$ cat config.mk
export PLATFORM = sky130hd
export DESIGN_NAME = rational_arithmetic_reduce
export DESIGN_NICKNAME = d
export VERILOG_FILES = /design/src/design/rar_pkg.sv /design/src/design/rational_arithmetic_reduce.sv /design/src/design/rar_front.sv /design/src/design/rar_queue.sv /design/src/design/rar_back.sv
export SDC_FILE = /design/constraint.sdc
export NUM_CORES = 2
export LEC_CHECK = 0
export BUFFER_PORTS_ARGS = -buffer_cell sky130_fd_sc_hd__buf_2
export CAP_MARGIN = 20
export CORE_MARGIN = 2
export CORE_UTILIZATION = 50
export CTS_BUF_LIST = sky130_fd_sc_hd__clkbuf_4 sky130_fd_sc_hd__clkbuf_8 sky130_fd_sc_hd__clkbuf_16
export CTS_CLUSTER_SIZE = 8
export DETAILED_ROUTE_END_ITERATION = 8
export HOLD_SLACK_MARGIN = 0.1
export PLACE_DENSITY = 0.66
export SLEW_MARGIN = 5
export SYNTH_ARGS = -nofsm -noshare
export SYNTH_HDL_FRONTEND = slang
export SYNTH_SLANG_ARGS = --single-unit
$ cat constraint.sdc
create_clock -name clk -period 6.9 [get_ports clk]
set_input_delay 2.07 -clock clk [delete_from_list [all_inputs] [get_ports clk]]
set_output_delay 2.07 -clock clk [all_outputs]
set_load 0.01 [all_outputs]
$ cat src/design/rar_pkg.sv
// ----------------------------------------------------------------------------
// rar_pkg
// Shared operation codes and the flag group that travels with each item
// from the front end through the queue to the reduction engine.
// ----------------------------------------------------------------------------
package rar_pkg;

	// operation codes
	localparam logic [1:0] OP_ADD = 2'd0;
	localparam logic [1:0] OP_SUB = 2'd1;
	localparam logic [1:0] OP_MUL = 2'd2;
	localparam logic [1:0] OP_DIV = 2'd3;

	// status codes
	localparam logic ST_OK     = 1'b0;
	localparam logic ST_DIVZER = 1'b1;

	// per-item classification
	typedef struct packed {
		logic neg;   // numerator is negative
		logic bad;   // zero denominator, answer 0/1 with error
		logic zero;  // zero numerator, answer 0/1
	} rar_flags_t;

	localparam int FLAGS_W = $bits(rar_flags_t);

endpackage

$ cat src/design/rational_arithmetic_reduce.sv
// ----------------------------------------------------------------------------
// rational_arithmetic_reduce
// Fraction add, subtract, multiply and divide with reduction to lowest terms.
// ----------------------------------------------------------------------------
// Usage: drive op, a_num, a_den, b_num, b_den and raise start; the item
// transfers at a clock edge where start is high and busy is low.
// One result per item is marked by done, high for exactly one cycle, on
// res_num, res_den and status; the receiver cannot stall, so it must take it.
// Flow: the front end registers the cross products, then the numerator,
// denominator and error flag; the item then waits in a two-entry queue
// for the reduction engine. Reduction runs one binary gcd step per cycle
// (shifts plus subtractions), then the two bit-serial divisions by the
// gcd on a shared divider. Zero and error items skip the gcd and the
// divisions. The front end holds one item at a time and takes a new one
// only after pushing the last and while the queue is not full; sustained
// rate is set by the reduction engine.
// Reset clears the queue and all control; no clearing pass is needed.
// ----------------------------------------------------------------------------
module rational_arithmetic_reduce import rar_pkg::*; #(
	parameter int OPERAND_WIDTH = 16
) (
	input  logic                     clk,
	input  logic                     arst_n,
	input  logic                     start,
	output logic                     busy,
	input  logic [1:0]               op,
	input  logic [OPERAND_WIDTH-1:0] a_num,
	input  logic [OPERAND_WIDTH-2:0] a_den,
	input  logic [OPERAND_WIDTH-1:0] b_num,
	input  logic [OPERAND_WIDTH-2:0] b_den,
	output logic                     done,
	output logic [31:0]              res_num,
	output logic [30:0]              res_den,
	output logic                     status
);

	localparam int VW = 2*OPERAND_WIDTH-1;
	localparam int DW = FLAGS_W + 2*VW;

	logic          push, pop, q_empty, q_full;
	rar_flags_t    push_flags, q_flags;
	logic [VW-1:0] push_mag, push_den, q_mag, q_den;
	logic [DW-1:0] q_rdata;

	// front end: accept and classify
	rar_front #(.OPERAND_WIDTH(OPERAND_WIDTH)) u_front (
		.clk        (clk),
		.arst_n     (arst_n),
		.start      (start),
		.busy       (busy),
		.op         (op),
		.a_num      (a_num),
		.a_den      (a_den),
		.b_num      (b_num),
		.b_den      (b_den),
		.q_full     (q_full),
		.push       (push),
		.push_flags (push_flags),
		.push_mag   (push_mag),
		.push_den   (push_den)
	);

	// queue between front and back
	rar_queue #(.DATA_W(DW)) u_queue (
		.clk    (clk),
		.arst_n (arst_n),
		.push   (push),
		.wdata  ({push_flags, push_mag, push_den}),
		.pop    (pop),
		.rdata  (q_rdata),
		.empty  (q_empty),
		.full   (q_full)
	);

	assign {q_flags, q_mag, q_den} = q_rdata;

	// reduction engine
	rar_back #(.OPERAND_WIDTH(OPERAND_WIDTH)) u_back (
		.clk     (clk),
		.arst_n  (arst_n),
		.q_empty (q_empty),
		.q_flags (q_flags),
		.q_mag   (q_mag),
		.q_den   (q_den),
		.pop     (pop),
		.done    (done),
		.res_num (res_num),
		.res_den (res_den),
		.status  (status)
	);

endmodule

$ cat src/design/rar_front.sv
// ----------------------------------------------------------------------------
// rar_front
// Accepts an item, forms the cross products and the unreduced numerator
// and denominator, classifies the item and pushes it into the queue.
// ----------------------------------------------------------------------------
module rar_front import rar_pkg::*; #(
	parameter int OPERAND_WIDTH = 16
) (
	input  logic                       clk,
	input  logic                       arst_n,
	input  logic                       start,
	output logic                       busy,
	input  logic [1:0]                 op,
	input  logic [OPERAND_WIDTH-1:0]   a_num,
	input  logic [OPERAND_WIDTH-2:0]   a_den,
	input  logic [OPERAND_WIDTH-1:0]   b_num,
	input  logic [OPERAND_WIDTH-2:0]   b_den,
	input  logic                       q_full,
	output logic                       push,
	output rar_flags_t                 push_flags,
	output logic [2*OPERAND_WIDTH-2:0] push_mag,
	output logic [2*OPERAND_WIDTH-2:0] push_den
);

	localparam int W  = OPERAND_WIDTH;
	localparam int VW = 2*W-1;
	localparam int PW = 2*W+1;

	logic                 v_s1, v_s2;
	logic [1:0]           op_s1;
	logic                 bneg_s1;
	logic signed [PW-1:0] pa_s1, pb_s1;
	logic [VW-1:0]        pc_s1;
	logic signed [PW-1:0] num_s2;
	logic                 bad_s2;
	logic [VW-1:0]        den_s2;

	logic signed [W:0]     a_x, b_x, ad_x, mula;
	logic signed [2*W+1:0] pa, pb;
	logic [W-1:0]          bn_mag, mulc;
	logic [VW-1:0]         pc;
	logic signed [PW-1:0]  num_d, num_neg;
	logic                  take;

	// one item in flight in the front end at a time
	assign busy = v_s1 | v_s2 | q_full;
	assign take = start & ~busy;

	// operand selection and products
	always_comb begin
		a_x    = {a_num[W-1], a_num};
		b_x    = {b_num[W-1], b_num};
		ad_x   = {2'b00, a_den};
		mula   = (op == OP_MUL) ? b_x : $signed({2'b00, b_den});
		pa     = a_x * mula;
		pb     = b_x * ad_x;
		bn_mag = b_num[W-1] ? (~b_num + 1'b1) : b_num;
		mulc   = (op == OP_DIV) ? bn_mag : {1'b0, b_den};
		pc     = {{W{1'b0}}, a_den} * {{(W-1){1'b0}}, mulc};
	end

	// stage 1: registered products
	always_ff @(posedge clk or negedge arst_n) begin
		if (!arst_n) begin
			v_s1 <= 1'b0;
		end else begin
			v_s1 <= take;
		end
	end

	always_ff @(posedge clk) begin
		if (take) begin
			op_s1   <= op;
			bneg_s1 <= b_num[W-1];
			pa_s1   <= pa[PW-1:0];
			pb_s1   <= pb[PW-1:0];
			pc_s1   <= pc;
		end
	end

	// combine products per operation
	always_comb begin
		num_neg = -pa_s1;
		case (op_s1)
			OP_ADD:  num_d = pa_s1 + pb_s1;
			OP_SUB:  num_d = pa_s1 - pb_s1;
			OP_MUL:  num_d = pa_s1;
			default: num_d = bneg_s1 ? num_neg : pa_s1;
		endcase
	end

	// stage 2: numerator, denominator, error
	always_ff @(posedge clk or negedge arst_n) begin
		if (!arst_n) begin
			v_s2 <= 1'b0;
		end else begin
			v_s2 <= v_s1;
		end
	end

	always_ff @(posedge clk) begin
		if (v_s1) begin
			num_s2 <= num_d;
			den_s2 <= pc_s1;
			bad_s2 <= (pc_s1 == '0);
		end
	end

	// classify and push; the queue always has room here
	always_comb begin
		push            = v_s2;
		push_flags.neg  = num_s2[PW-1];
		push_flags.bad  = bad_s2;
		push_flags.zero = (num_s2 == '0);
		push_mag        = num_s2[PW-1] ? VW'(-num_s2) : VW'(num_s2);
		push_den        = den_s2;
	end

endmodule

$ cat src/design/rar_queue.sv
// ----------------------------------------------------------------------------
// rar_queue
// Two-entry queue between the front end and the reduction engine.
// ----------------------------------------------------------------------------
module rar_queue #(
	parameter int DATA_W = 65
) (
	input  logic              clk,
	input  logic              arst_n,
	input  logic              push,
	input  logic [DATA_W-1:0] wdata,
	input  logic              pop,
	output logic [DATA_W-1:0] rdata,
	output logic              empty,
	output logic              full
);

	logic [DATA_W-1:0] entry_q [2];
	logic              wr_ptr_q, rd_ptr_q;
	logic [1:0]        count_q;

	assign empty = (count_q == 2'd0);
	assign full  = (count_q == 2'd2);
	assign rdata = entry_q[rd_ptr_q];

	// pointers and fill count
	always_ff @(posedge clk or negedge arst_n) begin
		if (!arst_n) begin
			wr_ptr_q <= 1'b0;
			rd_ptr_q <= 1'b0;
			count_q  <= 2'd0;
		end else begin
			if (push) wr_ptr_q <= ~wr_ptr_q;
			if (pop)  rd_ptr_q <= ~rd_ptr_q;
			case ({push, pop})
				2'b10:   count_q <= count_q + 2'd1;
				2'b01:   count_q <= count_q - 2'd1;
				default: count_q <= count_q;
			endcase
		end
	end

	// storage
	always_ff @(posedge clk) begin
		if (push) entry_q[wr_ptr_q] <= wdata;
	end

endmodule

$ cat src/design/rar_back.sv
// ----------------------------------------------------------------------------
// rar_back
// Reduction engine: binary gcd of magnitude and denominator, then two
// exact divisions by the gcd on a shared bit-serial divider.
// ----------------------------------------------------------------------------
module rar_back import rar_pkg::*; #(
	parameter int OPERAND_WIDTH = 16
) (
	input  logic                       clk,
	input  logic                       arst_n,
	input  logic                       q_empty,
	input  rar_flags_t                 q_flags,
	input  logic [2*OPERAND_WIDTH-2:0] q_mag,
	input  logic [2*OPERAND_WIDTH-2:0] q_den,
	output logic                       pop,
	output logic                       done,
	output logic [31:0]                res_num,
	output logic [30:0]                res_den,
	output logic                       status
);

	localparam int VW = 2*OPERAND_WIDTH-1;
	localparam int KW = $clog2(VW+1);
	localparam int EW = (VW+1 > 32) ? VW+1 : 32;

	typedef enum logic [2:0] {
		S_IDLE = 3'b001,
		S_GCD  = 3'b010,
		S_DIV  = 3'b100
	} state_t;

	state_t        state_q;
	logic [VW-1:0] u_q, v_q, g_q, mag_q, den_q, quo_q, rem_q;
	logic [KW-1:0] k_q, cnt_q;
	logic          neg_q, sel_q, done_q, status_q;
	logic [31:0]   res_num_q;
	logic [30:0]   res_den_q;

	logic [VW:0]          trial;
	logic                 ge;
	logic [VW-1:0]        quo_n;
	logic signed [VW:0]   sn;
	logic signed [EW-1:0] sn_ext;
	logic [EW-1:0]        den_ext;

	assign pop     = (state_q == S_IDLE) & ~q_empty;
	assign done    = done_q;
	assign res_num = res_num_q;
	assign res_den = res_den_q;
	assign status  = status_q;

	// divider step and result formatting
	always_comb begin
		trial   = {rem_q, quo_q[VW-1]};
		ge      = (trial >= {1'b0, g_q});
		quo_n   = {quo_q[VW-2:0], ge};
		sn      = neg_q ? -$signed({1'b0, mag_q}) : $signed({1'b0, mag_q});
		sn_ext  = EW'(sn);
		den_ext = EW'(quo_n);
	end

	// control sequencer
	always_ff @(posedge clk or negedge arst_n) begin
		if (!arst_n) begin
			state_q <= S_IDLE;
			done_q  <= 1'b0;
		end else begin
			done_q <= 1'b0;
			unique case (state_q)
				S_IDLE: begin
					if (!q_empty) begin
						if (q_flags.bad || q_flags.zero) begin
							done_q <= 1'b1;
						end else begin
							state_q <= S_GCD;
						end
					end
				end
				S_GCD: begin
					if (u_q == '0) state_q <= S_DIV;
				end
				S_DIV: begin
					if (cnt_q == KW'(1) && sel_q) begin
						state_q <= S_IDLE;
						done_q  <= 1'b1;
					end
				end
				default: state_q <= S_IDLE;
			endcase
		end
	end

	// datapath
	always_ff @(posedge clk) begin
		case (state_q)
			S_IDLE: begin
				u_q   <= q_mag;
				v_q   <= q_den;
				mag_q <= q_mag;
				den_q <= q_den;
				neg_q <= q_flags.neg;
				k_q   <= '0;
				if (!q_empty) begin
					res_num_q <= '0;
					res_den_q <= 31'd1;
					status_q  <= q_flags.bad ? ST_DIVZER : ST_OK;
				end
			end
			S_GCD: begin
				if (u_q == '0) begin
					g_q   <= v_q << k_q;
					quo_q <= mag_q;
					rem_q <= '0;
					cnt_q <= KW'(VW);
					sel_q <= 1'b0;
				end else if (!u_q[0] && !v_q[0]) begin
					u_q <= u_q >> 1;
					v_q <= v_q >> 1;
					k_q <= k_q + 1'b1;
				end else if (!u_q[0]) begin
					u_q <= u_q >> 1;
				end else if (!v_q[0]) begin
					v_q <= v_q >> 1;
				end else if (u_q >= v_q) begin
					u_q <= u_q - v_q;
				end else begin
					v_q <= v_q - u_q;
				end
			end
			S_DIV: begin
				rem_q <= ge ? VW'(trial - {1'b0, g_q}) : trial[VW-1:0];
				quo_q <= quo_n;
				cnt_q <= cnt_q - 1'b1;
				if (cnt_q == KW'(1)) begin
					if (!sel_q) begin
						mag_q <= quo_n;
						quo_q <= den_q;
						rem_q <= '0;
						cnt_q <= KW'(VW);
						sel_q <= 1'b1;
					end else begin
						res_num_q <= sn_ext[31:0];
						res_den_q <= den_ext[30:0];
						status_q  <= ST_OK;
					end
				end
			end
			default: ;
		endcase
	end

endmodule

# Word-level counts from Yosys, hierarchy flattened
# Memory sizes are Yosys's and may differ from the RTL's.
# Cells that the tools add are included.
word_totals:
  wordCells: 175
  ff_bits: 468
  memories: 1
  mem_bits_rw: 130
  inputBits: 67
mem_list:
  columns: ["name", "depth", "width", "rd", "rd_ports_with_merged_regs", "wr", "line_no", "rtl"]
  rows:
  - ["u_queue.entry_q", 2, 65, 1, 0, 1, "rar_queue.sv:18", "logic [DATA_W-1:0] entry_q [2];"]
op_classes:
  n_eq_ne: 24
  n_addsub: 13
  reduce_logical: 25
  bitwise: 9
  n_shift: 1
  n_lt_le_gt_ge: 2
  mul: 3
  n_mux: 66
ops:
  columns: ["cell", "n"]
  rows:
  - ["$mux 31", 23]
  - ["$pmux 31 s2", 6]
  - ["$mux 32", 4]
  - ["$pmux 33 s3", 1]
  - ["$sub 31x31->31", 3]
  - ["$pmux 32 s2", 1]
  - ["$logic_not 31->1", 2]
  - ["$add 33x33->33", 1]
  - ["$logic_not 33->1", 1]
  - ["$mul 16x17->33", 1]
  - ["$mux 33", 1]
  - ["$neg 33->33", 1]
  - ["$sub 33x33->33", 1]
  - ["$ge 32x31->1", 1]
  - ["$mul 16x16->32", 1]
  - ["$mux 16", 2]
  - ["$neg 31->32", 1]
  - ["$ge 31x31->1", 1]
  - ["$mul 15x16->31", 1]
  - ["$neg 31->31", 1]
  - ["$shl 31x5->31", 1]
  - ["$mux 5", 5]
  - ["$pmux 5 s2", 2]
  - ["$mux 17", 1]
  - ["other kinds (32)", 80]

# Logic depth before layout (Yosys ltp)
depth:
  ltp_word: 7
  mapped_depth: 30
  depth_no_buf: 30

# By module
# From an unflattened synthesis, not the netlist that was laid out.
unflattened:
  cells_unflattened: 6084
  hier_area_um2: 60718.2
by_module_without_submodules:
  columns: ["mod", "area_each_um2", "n_inst", "cells_each", "seq_area_each_um2"]
  rows:
  - ["rar_front", 36857.8, 1, 3976, 4974.8]
  - ["rar_back", 18824.3, 1, 1890, 8899.8]
  - ["rar_queue", 5036.1, 1, 218, 4003.8]

# Worst setup path before layout
# OpenSTA, ideal clock, no wires.
synth_path:
  path_kind: "input port to flip-flop"
  start: "input b_num[9]"
  end: "register u_front.pc_s1[29] (data pin)"
  t_arrival_ps: 8924
  path_stages: 29
  setup_slack_ps: -2282
  path_cell_list: "clkbuf_1 > or4_1 > or3_1 > o21ai_0 > xor2_1 > o21ai_0 > clkbuf_1 > and2_1 > fa_1 > inv_1 > fa_1 > inv_1 > fa_1 > fa_1 > fa_1 > inv_1 > fa_1 > inv_1 > ha_1 > a21o_1 > a21o_1 > a21o_1 > a21oi_1 > o21bai_1 > a211oi_1 > o221ai_1 > a31o_2 > a21oi_1 > xnor2_1"
synth_between:
  elab_chain_len: 5
synth_lines:
  columns: ["element", "line_no", "rtl"]
  rows:
  - ["start: declaration", "rational_arithmetic_reduce.sv:29", "input logic [OPERAND_WIDTH-1:0] b_num,"]
  - ["$not 16->16", "rar_front.sv:57", "bn_mag = b_num[W-1] ? (~b_num + 1'b1) : b_num;"]
  - ["$add 16x1->16", "rar_front.sv:57", null]
  - ["$mux 16 *", "rar_front.sv:57", null]
  - ["$mux 16 *", "rar_front.sv:58", "mulc = (op == OP_DIV) ? bn_mag : {1'b0, b_den};"]
  - ["$mul 15x16->31 *", "rar_front.sv:59", "pc = {{W{1'b0}}, a_den} * {{(W-1){1'b0}}, mulc};"]
  - ["via u_front.pc[29]", "rar_front.sv:41", "logic [VW-1:0] pc;"]
  - ["end signal: assignment", "rar_front.sv:77", "pc_s1 <= pc;"]
  - ["end: declaration", "rar_front.sv:33", "logic [VW-1:0] pc_s1;"]
# The timed path passes the listed nets; every way through them passes the cells marked *.
# A chain may end at the register's enable or synchronous reset.

# Worst setup path in the final report
layout_path:
  start: "input b_num[8]"
  end: "register u_front.pc_s1[29] (data pin)"
# Same word-level chain as after synthesis.

==> out/results.tsv <==
metric	value	unit
DRC	0	
CP Launch Type	primary input	
failing checks	setup timing	
Die X	353	um
Max Cap Viol	0	
Filler cells	10300	
CP peak stage delay	0.56	ns
CTS tree	built	
top-area cell type share of the netlist area	28.9	%
asr flop ratio synth	1.68	%
Hold Path Depth	0	
Max stage delay cell, worst path	or4_4	
CP Capture Type	flop	
cts bufs inserted	85	
Design Area, Final	72500	sq um
status	complete, but fails checks	
All-Layer GR Usage	27.3	%
insertion delay to the later sink of the worst-skew pair	0.69	ns
Final Hold Vio Count	0	
worst setup path start	b_num[8]	
H-tree depth	3	
Rel. slew slack	23.6	%
Post-Syn Area	60900	sq um
R2R Path Start	u_back.v_q[0]$_DFFE_PP_	
worst setup margin	-1.44	ns
most used cell along the critical path	fa_1	
core area	121000	sq um
worst hold-check path type	reg2reg	
layout cells sized above 1	19.4	%
FP Rows	128	
clk sinks	597	
initial antenna violation count	3	
Crit Path Class	in2reg	
Fmax	120	MHz
most common flop cell mapped by yosys	edfxtp_1	
FF/Latch Area	17900	sq um
most frequent cells in the layout	928 x inv_1, 671 x fa_1, 650 x nand2_1, 587 x edfxtp_1, 521 x buf_4	
commonest non-fill, non-tap cell in the layout	inv_1	
Worst Reg-to-Reg Cells	14	
Final ANT Viol Nets	0	
DP HPWL	133	mm
Final Skew	0.0706	ns
WP data arrival	8.75	ns
Routability Congestion	0.976	
Gate Count Post-Synth	6236	
HP Start	u_front.push_den[2]$_DFFE_PP_	
WP data required	7.31	ns
final WL	170	mm
post-layout min period	8.34	ns
syn nets	7394	
Chip Height	353	um
Post-synth EDFFs	587	
Mean Syn Cell Area	9.77	sq um
Cell variety after synth	83	
Pre-antenna DRT Iters	6	
final setup fails	57	
largest net degree at the start of global routing	75	
clock root buffer	clkbuf_16	
global-route wire length before repair	267	mm
Tightest Pin Transition	1.11	ns
vias in the first global route	47400	
Via density	5.50	
Ys Warns	0	
dominant cells by area after synthesis	edfxtp_1 29%, fa_1 23%, ha_1 8.1%, inv_1 6.0%, nand2_1 4.4%	
critical path peak fanout	5	
placed cell area	67300	sq um
clk buf depth	3	
vias post-DR	46500	
drt first-iter violations	3358	
Synth area leader	edfxtp_1	
RSZ-0062 raised after global routing	yes	
port bufs	132	
clock edge transition at the registers on the reported setup and hold paths	0.05	ns
Seq/Total Area, Yosys	29.3	%
overall die area	125000	sq um
Starting Density	50.2	%
fin crit share	121	%
fin nets	7959	
area of the multi-input gates	40200	sq um
Overflow after GRT	0	
Layout area overhead	19.0	%
Slew Viols, Final	0	
Ports	133	
wire length per cell	20.1	um
#FFs+latches synth	597	
-- cell families (layout without fill, tap and decap cells) --
logic type | count (synthesis) | count (layout) | share of synthesized area, %
AOI/OAI and AO/OA | 993 | 993 | 10.3
buffers and inverters | 1264 | 1847 | 7.80
DFF | 597 | 597 | 29.3
other | 0 | 1 | 0
xor gates and xnor gates | 325 | 325 | 4.67
and+or+nand+nor | 1827 | 1830 | 14.4
muxes | 139 | 139 | 2.53
adders and majority gates | 1091 | 1091 | 31.0
-- area by class of cell --
| cell class | count | share of cell area [%] |
|---|---|---|
| multi-input cells | 4378 | 55.5 |
| clock buffers | 98 | 3.07 |
| inverters | 985 | 5.10 |
| flip-flops and latches | 597 | 24.7 |
| well taps | 1625 | 2.80 |
| diodes | 1 | 0.00345 |
| repair buffers | 754 | 8.52 |
| clock inverters | 10 | 0.323 |
-- cell usage after synthesis (6+ instances only) --
library cell / number
xnor2_1: 192
or4_1: 14
or3_1: 26
o21bai_1: 44
nand4_1: 23
a31o_2: 8
nor3_1: 59
nand2_1: 721
o221ai_1: 6
mux4_2: 8
mux2i_1: 90
ha_1: 394
nor2b_1: 46
nand2b_1: 36
inv_1: 980
clkbuf_1: 252
buf_1: 22
a21oi_1: 328
a21boi_0: 10
a2111oi_0: 9
nor2_1: 334
a221oi_1: 21
nand3_1: 72
a211oi_1: 25
o22ai_1: 16
nor3b_1: 7
o41ai_1: 13
o31a_1: 11
xor2_1: 133
a21o_1: 121
o211ai_1: 16
a22oi_1: 8
edfxtp_1: 587
fa_1: 697
o31ai_1: 38
or2_2: 18
nor4_1: 33
o21ai_0: 190
a31oi_1: 59
and3_1: 53
and2_1: 357
mux2_2: 41
o21a_1: 25
dfrtp_1: 9
-- routing by layer --
layer | track usage, % | up-vias | part of all wire, %
met5 | 0 | - | 0
met4 | 10.7 | 0 | 4.3
met3 | 3.12 | 312 | 5.2
met2 | 46.7 | 1361 | 49
met1 | 35.8 | 23200 | 42
li1 | - | 21600 | -
-- flip-flops by register name (all words and copies together), names as in the netlist, 3 cells and up --
signal / count
u_back.cnt_q: 5
u_back.den_q: 31
u_back.g_q: 31
u_back.k_q: 5
u_back.mag_q: 31
u_back.quo_q: 31
u_back.rem_q: 31
u_back.res_den: 31
u_back.res_num: 32
u_back.state_q: 3
u_back.u_q: 31
u_back.v_q: 31
u_front.num_s2: 33
u_front.pa_s1: 33
u_front.pb_s1: 32
u_front.pc_s1: 31
u_front.push_den: 31
u_queue.entry_q: 130
-- path summary, 6_finish.rpt --
check / slack (ns) / endpoint
hold reg to reg: 0.42 / u_queue.entry_q[0][2]$_DFFE_PP_
setup reg to reg: 1.45 / u_back.v_q[30]$_DFFE_PP_
min in group asynchronous: 1.25 / u_queue.count_q[1]$_DFFE_PN0P_
setup / recovery: -1.44 / u_front.pc_s1[29]$_DFFE_PP_
max in group asynchronous: 5.39 / u_back.state_q[0]$_DFFE_PN1P_
hold / removal: 0.42 / u_queue.entry_q[0][2]$_DFFE_PP_
-- stage by stage --
stage | hold WS (ns) | util [%] | cells | TNS (ns) | setup WS (ns)
after CTS | 0.426 | 58.9 | 8414 | -34.18 | -1.49
after floorplan | 0.421 | - | 6236 | -46.87 | -1.78
after global placement | 0.423 | 55.4 | 8222 | -82.08 | -2.19
after detailed placement | 0.430 | 55.4 | 8222 | -84.63 | -2.26
final | 0.420 | 59.7 | 8448 | -35.47 | -1.44
after global routing | 0.445 | 59.7 | 8447 | -46.03 | -1.65
-- critical path: cells and delay by family --
family          cells  cell delay (ns)
buf+inv             6             0.44
fa+ha+maj           7             3.07
compound gates     11             1.83
xor+xnor            2             0.23
simple gates        3             1.09
-- what timing repair did --
item	in CTS	in global routing
endpoints found under the setup margin	59	62
hold buffers	0	0
setup buffers	79	39
gates cloned	7	0
pin swaps	145	127
gates resized for setup	262	157
Power is left out: the tool's default activity adds up to more than one toggle a clock period on the data nets, which glitch-free logic cannot reach.
